--- config.mk ---
export PLATFORM = sky130hd
export DESIGN_NAME = length_prefixed_record_field_parser
export DESIGN_NICKNAME = d
export VERILOG_FILES = /design/src/sv/lprfp_pkg.sv /design/src/sv/lprfp_parse.sv /design/src/sv/length_prefixed_record_field_parser.sv
export SDC_FILE = /design/constraint.sdc
export NUM_CORES = 1
export LEC_CHECK = 0
export BUFFER_PORTS_ARGS = -buffer_cell sky130_fd_sc_hd__buf_2
export CAP_MARGIN = 20
export CORE_MARGIN = 8
export CORE_UTILIZATION = 64
export DETAILED_ROUTE_END_ITERATION = 6
export MAX_ROUTING_LAYER = met4
export PLACE_DENSITY = 0.93
export SLEW_MARGIN = 20
export SYNTH_ARGS = -nofsm -noshare
export SYNTH_HDL_FRONTEND = slang
export SYNTH_HIERARCHICAL = 1
export SYNTH_SLANG_ARGS = --single-unit
--- constraint.sdc ---
create_clock -name clk -period 9.2 [get_ports clk]
set_clock_uncertainty 0.05 [all_clocks]
set_input_delay 0.46 -clock clk [delete_from_list [all_inputs] [get_ports clk]]
set_output_delay 0.46 -clock clk [all_outputs]
set_load 0.1 [all_outputs]
--- src/sv/lprfp_pkg.sv ---
// shared types and codes for the length-prefixed record field parser
// no dependencies; used by the parse core, the top level and the checker
package lprfp_pkg;

  localparam logic [7:0] EQ_CHAR = 8'h3D;

  // parse phases
  localparam logic [2:0] PH_HDRLEN = 3'd0;
  localparam logic [2:0] PH_FLDLEN = 3'd1;
  localparam logic [2:0] PH_NAME   = 3'd2;
  localparam logic [2:0] PH_VALUE  = 3'd3;
  localparam logic [2:0] PH_DATLEN = 3'd4;
  localparam logic [2:0] PH_DATA   = 3'd5;

  // byte kinds
  localparam logic [2:0] K_HDRLEN = 3'd0;
  localparam logic [2:0] K_FLDLEN = 3'd1;
  localparam logic [2:0] K_NAME   = 3'd2;
  localparam logic [2:0] K_EQ     = 3'd3;
  localparam logic [2:0] K_VALUE  = 3'd4;
  localparam logic [2:0] K_DATLEN = 3'd5;
  localparam logic [2:0] K_DATA   = 3'd6;
  localparam logic [2:0] K_DISC   = 3'd7;

  // error codes
  localparam logic [2:0] E_NONE   = 3'd0;
  localparam logic [2:0] E_SHORT  = 3'd1;
  localparam logic [2:0] E_BADLEN = 3'd2;
  localparam logic [2:0] E_NOEQ   = 3'd3;
  localparam logic [2:0] E_TRUNC  = 3'd4;

  typedef struct packed {
    logic [2:0] byte_kind;
    logic [7:0] out_byte;
    logic       field_end;
    logic       record_end;
    logic [2:0] error_code;
  } lprfp_result_t;

endpackage

--- src/sv/lprfp_parse.sv ---
// parse state and per-byte labeling logic
// depends on lprfp_pkg; state commits only on the cycle the byte moves on
module lprfp_parse #(
  parameter int LEN_BITS = 32
) (
  input  logic                     clk,
  input  logic                     rst,
  input  logic                     advance,
  input  logic [7:0]               in_byte,
  input  logic                     in_last,
  output lprfp_pkg::lprfp_result_t result
);

  logic [2:0]          phase, phase_next;
  logic [23:0]         length_shift, length_shift_next;
  logic [1:0]          length_byte_count, length_byte_count_next;
  logic [LEN_BITS-1:0] header_left, header_left_next;
  logic [LEN_BITS-1:0] field_left, field_left_next;
  logic [LEN_BITS-1:0] data_left, data_left_next;
  logic                equals_seen, equals_seen_next;
  logic [2:0]          sticky_error, sticky_error_next;

  logic [2:0]          ph;
  logic                len_done;
  logic [31:0]         len_raw;
  logic [LEN_BITS-1:0] len_val;
  logic [LEN_BITS-1:0] hl_dec, fl_dec, dl_dec;
  logic                is_eq, eq_now;
  logic [2:0]          kind, err;
  logic                fend, rend;

  assign ph       = (phase > lprfp_pkg::PH_DATA) ? lprfp_pkg::PH_HDRLEN : phase;
  assign len_done = (length_byte_count == 2'd3);
  assign len_raw  = {in_byte, length_shift};
  // saturate lengths that do not fit the counters
  assign len_val  = ((len_raw >> LEN_BITS) != 32'd0) ? {LEN_BITS{1'b1}}
                                                     : len_raw[LEN_BITS-1:0];
  assign hl_dec = (header_left != '0) ? header_left - 1'b1 : header_left;
  assign fl_dec = (field_left != '0) ? field_left - 1'b1 : field_left;
  assign dl_dec = (data_left != '0) ? data_left - 1'b1 : data_left;
  assign is_eq  = (ph == lprfp_pkg::PH_NAME) && (in_byte == lprfp_pkg::EQ_CHAR);
  assign eq_now = equals_seen | is_eq;

  always_comb begin
    phase_next             = phase;
    length_shift_next      = length_shift;
    length_byte_count_next = length_byte_count;
    header_left_next       = header_left;
    field_left_next        = field_left;
    data_left_next         = data_left;
    equals_seen_next       = equals_seen;
    sticky_error_next      = sticky_error;
    kind                   = lprfp_pkg::K_DISC;
    err                    = lprfp_pkg::E_NONE;
    fend                   = 1'b0;
    rend                   = 1'b0;

    if (sticky_error == lprfp_pkg::E_NONE) begin
      // shared length assembly, used by the three length phases
      if (len_done) begin
        length_shift_next      = '0;
        length_byte_count_next = 2'd0;
      end else begin
        case (length_byte_count)
          2'd0:    length_shift_next[7:0]   = in_byte;
          2'd1:    length_shift_next[15:8]  = in_byte;
          default: length_shift_next[23:16] = in_byte;
        endcase
        length_byte_count_next = length_byte_count + 2'd1;
      end

      case (ph)
        lprfp_pkg::PH_HDRLEN: begin
          kind = lprfp_pkg::K_HDRLEN;
          if (len_done) begin
            header_left_next = len_val;
            phase_next = (len_val == '0) ? lprfp_pkg::PH_DATLEN : lprfp_pkg::PH_FLDLEN;
          end
        end
        lprfp_pkg::PH_FLDLEN: begin
          kind = lprfp_pkg::K_FLDLEN;
          if (length_byte_count == 2'd0 && header_left < LEN_BITS'(4)) begin
            err                    = lprfp_pkg::E_SHORT;
            length_shift_next      = length_shift;
            length_byte_count_next = length_byte_count;
          end else begin
            header_left_next = hl_dec;
            if (len_done) begin
              if (len_val == '0 || len_val > hl_dec) begin
                err = lprfp_pkg::E_BADLEN;
              end else begin
                field_left_next  = len_val;
                equals_seen_next = 1'b0;
                phase_next       = lprfp_pkg::PH_NAME;
              end
            end
          end
        end
        lprfp_pkg::PH_NAME, lprfp_pkg::PH_VALUE: begin
          length_shift_next      = length_shift;
          length_byte_count_next = length_byte_count;
          if (is_eq) begin
            kind             = lprfp_pkg::K_EQ;
            equals_seen_next = 1'b1;
            phase_next       = lprfp_pkg::PH_VALUE;
          end else begin
            kind = (ph == lprfp_pkg::PH_NAME) ? lprfp_pkg::K_NAME : lprfp_pkg::K_VALUE;
          end
          field_left_next  = fl_dec;
          header_left_next = hl_dec;
          if (fl_dec == '0) begin
            fend = 1'b1;
            if (!eq_now) begin
              err = lprfp_pkg::E_NOEQ;
            end else begin
              phase_next = (hl_dec == '0) ? lprfp_pkg::PH_DATLEN : lprfp_pkg::PH_FLDLEN;
            end
          end
        end
        lprfp_pkg::PH_DATLEN: begin
          kind = lprfp_pkg::K_DATLEN;
          if (len_done) begin
            if (len_val == '0) begin
              rend       = 1'b1;
              phase_next = lprfp_pkg::PH_HDRLEN;
            end else begin
              data_left_next = len_val;
              phase_next     = lprfp_pkg::PH_DATA;
            end
          end
        end
        default: begin
          kind                   = lprfp_pkg::K_DATA;
          length_shift_next      = length_shift;
          length_byte_count_next = length_byte_count;
          data_left_next         = dl_dec;
          if (dl_dec == '0) begin
            rend       = 1'b1;
            phase_next = lprfp_pkg::PH_HDRLEN;
          end
        end
      endcase

      // a stream that stops mid-record, unless this byte already failed
      if (err == lprfp_pkg::E_NONE && in_last && !rend) begin
        err = lprfp_pkg::E_TRUNC;
      end
      sticky_error_next = err;
    end
  end

  assign result.byte_kind  = kind;
  assign result.out_byte   = in_byte;
  assign result.field_end  = fend;
  assign result.record_end = rend;
  assign result.error_code = sticky_error_next;

  always_ff @(posedge clk) begin
    if (rst) begin
      phase             <= lprfp_pkg::PH_HDRLEN;
      length_shift      <= '0;
      length_byte_count <= 2'd0;
      header_left       <= '0;
      field_left        <= '0;
      data_left         <= '0;
      equals_seen       <= 1'b0;
      sticky_error      <= lprfp_pkg::E_NONE;
    end else if (advance) begin
      phase             <= phase_next;
      length_shift      <= length_shift_next;
      length_byte_count <= length_byte_count_next;
      header_left       <= header_left_next;
      field_left        <= field_left_next;
      data_left         <= data_left_next;
      equals_seen       <= equals_seen_next;
      sticky_error      <= sticky_error_next;
    end
  end

endmodule

--- src/sv/length_prefixed_record_field_parser.sv ---
// Labels a stream of length-prefixed key/value records one byte per cycle.
// Each accepted byte enters an input register, is labeled by the parse core
// against the running record state and lands in an output register; a new
// beat is taken every cycle while the master side keeps up. Length counters
// are LEN_BITS wide; longer lengths saturate. Errors stick until reset and
// turn every later byte into a discarded one.
// depends on lprfp_pkg and lprfp_parse
module length_prefixed_record_field_parser #(
  parameter int LEN_BITS = 32
) (
  input  logic        clk,
  input  logic        rst,
  input  logic        s_tvalid,
  output logic        s_tready,
  input  logic [7:0]  s_tdata,   // [7:0] in_byte
  input  logic        s_tlast,   // stream_end
  output logic        m_tvalid,
  input  logic        m_tready,
  output logic [15:0] m_tdata,   // [7:0] out_byte, [10:8] error_code, rest zero
  output logic [3:0]  m_tuser,   // [2:0] byte_kind, [3] field_end
  output logic        m_tlast    // record_end
);

  logic                     in_valid;
  logic [7:0]               in_byte;
  logic                     in_last;
  logic                     advance;
  lprfp_pkg::lprfp_result_t res;
  lprfp_pkg::lprfp_result_t out_res;
  logic                     out_valid;

  assign advance  = in_valid && (!out_valid || m_tready);
  assign s_tready = !in_valid || advance;

  always_ff @(posedge clk) begin
    if (rst) begin
      in_valid <= 1'b0;
    end else if (s_tready) begin
      in_valid <= s_tvalid;
    end
  end

  always_ff @(posedge clk) begin
    if (s_tvalid && s_tready) begin
      in_byte <= s_tdata;
      in_last <= s_tlast;
    end
  end

  lprfp_parse #(.LEN_BITS(LEN_BITS)) u_parse (
    .clk     (clk),
    .rst     (rst),
    .advance (advance),
    .in_byte (in_byte),
    .in_last (in_last),
    .result  (res)
  );

  always_ff @(posedge clk) begin
    if (rst) begin
      out_valid <= 1'b0;
    end else if (!out_valid || m_tready) begin
      out_valid <= in_valid;
    end
  end

  always_ff @(posedge clk) begin
    if (advance) begin
      out_res <= res;
    end
  end

  assign m_tvalid = out_valid;
  assign m_tdata  = {5'd0, out_res.error_code, out_res.out_byte};
  assign m_tuser  = {out_res.field_end, out_res.byte_kind};
  assign m_tlast  = out_res.record_end;

endmodule

==> summary.txt <==
R2R setup slack - 3460 ps
sequential area share after synthesis - 0.303
Hold Path End - in_byte[0]
Die H - 148 um
vias post-DR - 11935
synthesized cell area - 11100 um^2
async set or reset register ratio after synthesis - 0
Clock Latency Late Sink - 440 ps
PwrDens - 134 nW/um^2
post-synth cell types - 89
Max-Cap Viols - 0
Peak supply drop - 153 uV
most numerous cell in the Yosys netlist - nand2_1
Final period util - 0.624
Worst Hold Depth - 1
min-delay src - s_tdata[0]
post-CTS setup buffers - 0
CTS H-Tree Depth - 4
Design Area, Final - 11700 um^2
setup ws final - 3460 ps
Post-Syn Area per Cell - 7.60 um^2
Worst R2R End - u_parse/field_left[1]
gr usage total - 0.338
Reg-to-Reg Start - u_parse/header_left[10]
Routed Antenna Nets - 0
Pwr Total - 0.00156 W
Final Hold Fails - 0
CP required - 9470 ps
DR iter-0 viols - 1941
failing checks - DRC
Crit Path Class - flop to flop
cells after synthesis - 1464
RSZ-0062 raised after global routing - no
first-pass GRT wire length - 58000 um
routed vias/inst - 7.25
FP Rows - 48
CTS tree - yes
synth cell count leaders - 171 x nand2_1, 159 x nor2_1, 131 x dfxtp_1
Total Wirelength - 36900 um
DRC - 5
die outline area - 21900 um^2
Setup TNS - 0 ps
Ys Warns - 6
Worst Tran Pin Value - 1140 ps
antenna violations before repair - 0
wire per inst - 22.4 um
min-delay worst type - input port to flop
clock-pin slew on the worst setup and hold paths - 70 ps
Peak Freq - 174 MHz
Final Wtd Congestion - 0.991
Cell Area, Placed - 11200 um^2
critical path capture point type - flop
Final #Nets - 1463
Post-DP HPWL - 24900 um
share of layout cells above drive strength 1 - 0.0851
Hold Buf Count CTS - 0
status - finished, violations left
core area - 17200 um^2
Num CTS Buffers - 17
Place WS - 3730 ps
antenna diode count - 0
largest net degree at the start of global routing - 92
Reg2Reg Depth - 15
number of buffers added on ports - 30
final count of pins violating max slew - 0
CP startpoint kind - flop
Post-synth EDFFs - 25
CTS root buf - clkbuf_16
crit path DAT - 6010 ps
maximum fanout along the worst path - 53
clk buf depth - 2
number of global-route vias before repair - 10618
final setup vio count - 0
Top FF cell, synth - dfxtp_1
flops & latches, synth - 156
Top Ports - 36
Die Wd - 148 um
synthesis-to-layout area growth - 5.29%
clock sinks - 156
GR Overflow Total - 0
cell taking the most area after synthesis - dfxtp_1
Max transition margin - 0.237
LEAKAGE - 4.36 nW
Synth area leaders - dfxtp_1 24%, edfxtp_1 6.7%, nand2_1 5.8%, nor2_1 5.4%, a21oi_1 5.0%
post_cts resized - 0
Starting Density - 0.648
min Tclk post-route - 5740 ps
post-synth top area share - 0.236
TritonRoute pass-1 iters - 7
==> through the flow <==
step	utilization	std cells	hold WS, ps
after floorplan	-	1468	391
after global placement	0.650	1615	404
after detailed placement	0.650	1615	420
after CTS	0.682	1647	135
after global routing	0.682	1647	126
final	0.682	1647	144
==> power by group <==
| part | switching, W | total (W) | leakage, nW | internal (W) |
|---|---|---|---|---|
| sequential | 0.0000273 | 0.000733 | 1.30 | 0.000705 |
| clock | 0.000307 | 0.000680 | 0.260 | 0.000374 |
| combinational | 0.000106 | 0.000152 | 2.80 | 0.0000454 |
| total | 0.000440 | 0.00156 | 4.36 | 0.00112 |
==> how the worst max path moves through the flow <==
stage	to	start	cells past startpoint
3_5_place_dp	u_parse/field_left[20]	u_parse/header_left[10]	15
2_1_floorplan	u_parse/field_left[20]	u_parse/header_left[19]	16
4_1_cts	u_parse/field_left[20]	u_parse/header_left[10]	15
5_1_grt	u_parse/field_left[1]	u_parse/header_left[2]	14
6_report	u_parse/field_left[1]	u_parse/header_left[10]	15
3_3_place_gp	u_parse/field_left[12]	u_parse/header_left[8]	16
==> worst max-delay path, cell delays in order, from the launching register on <==
cell	delay [ps]
dfxtp_1	370
nor4_2	450
nand2_2	180
or4_4	670
o21ai_0	500
nor3_1	180
xnor2_1	160
ha_1	280
nand4_1	170
or4_1	560
o311ai_0	400
o211ai_1	290
a211oi_4	310
buf_4	480
o21ai_0	240
a221oi_1	310
==> layer usage <==
metal  routed length, um  global-route usage  up-vias
met5                   0                   -        -
met2               15600               0.488      900
met1               14400               0.433     5557
li1                    -                   -     5298
met4                1790               0.156        0
met3                5130              0.0932      180
==> sequential cells by signal, indices dropped and copies added (netlist names) <==
| name | cells |
|---|---|
| in_byte | 8 |
| in_last | 1 |
| in_valid | 1 |
| m_tdata | 11 |
| m_tlast | 1 |
| m_tuser | 4 |
| m_tvalid | 1 |
| u_parse/data_left | 32 |
| u_parse/equals_seen | 1 |
| u_parse/field_left | 32 |
| u_parse/header_left | 32 |
| u_parse/length_byte_count | 2 |
| u_parse/length_shift | 24 |
| u_parse/phase | 3 |
| u_parse/sticky_error | 3 |
==> layout by cell type (no fill, tap or decap), types with 14 or more instances in the layout <==
cell and count:
o31ai_1 16, a22oi_1 24, nor2b_1 14, or3_1 22
xnor2_1 20, a211oi_1 36, a21o_1 18, o22ai_1 14
nor3_1 47, nand2_1 171, dfxtp_1 131, o211ai_1 26
ha_1 41, mux2i_1 30, nand4_1 39, buf_4 14
buf_2 29, inv_1 32, o21ai_0 83, edfxtp_1 25
nand3_1 31, clkbuf_16 17, nor4_1 48, a21oi_1 112
nor2_1 157
==> final cells by class <==
class / count / area, um^2
Clock buffer: 19 / 433
Clock inverter: 13 / 119
Fill cell: 1357 / 5460
Inverter: 33 / 124
Multi-Input combinational cell: 1158 / 7130
Sequential cell: 156 / 3370
Tap cell: 225 / 282
Timing Repair Buffer: 43 / 250
==> kinds of logic after synthesis <==
kind of cell	share of synthesized area
xor+xnor	0.0273
flops	0.303
fa+ha+maj	0.0461
other cells	0.000337
compound gates	0.243
simple gates	0.291
mux	0.0270
buf+inv	0.0611
Note: power is estimated with default switching activity, not from simulation.
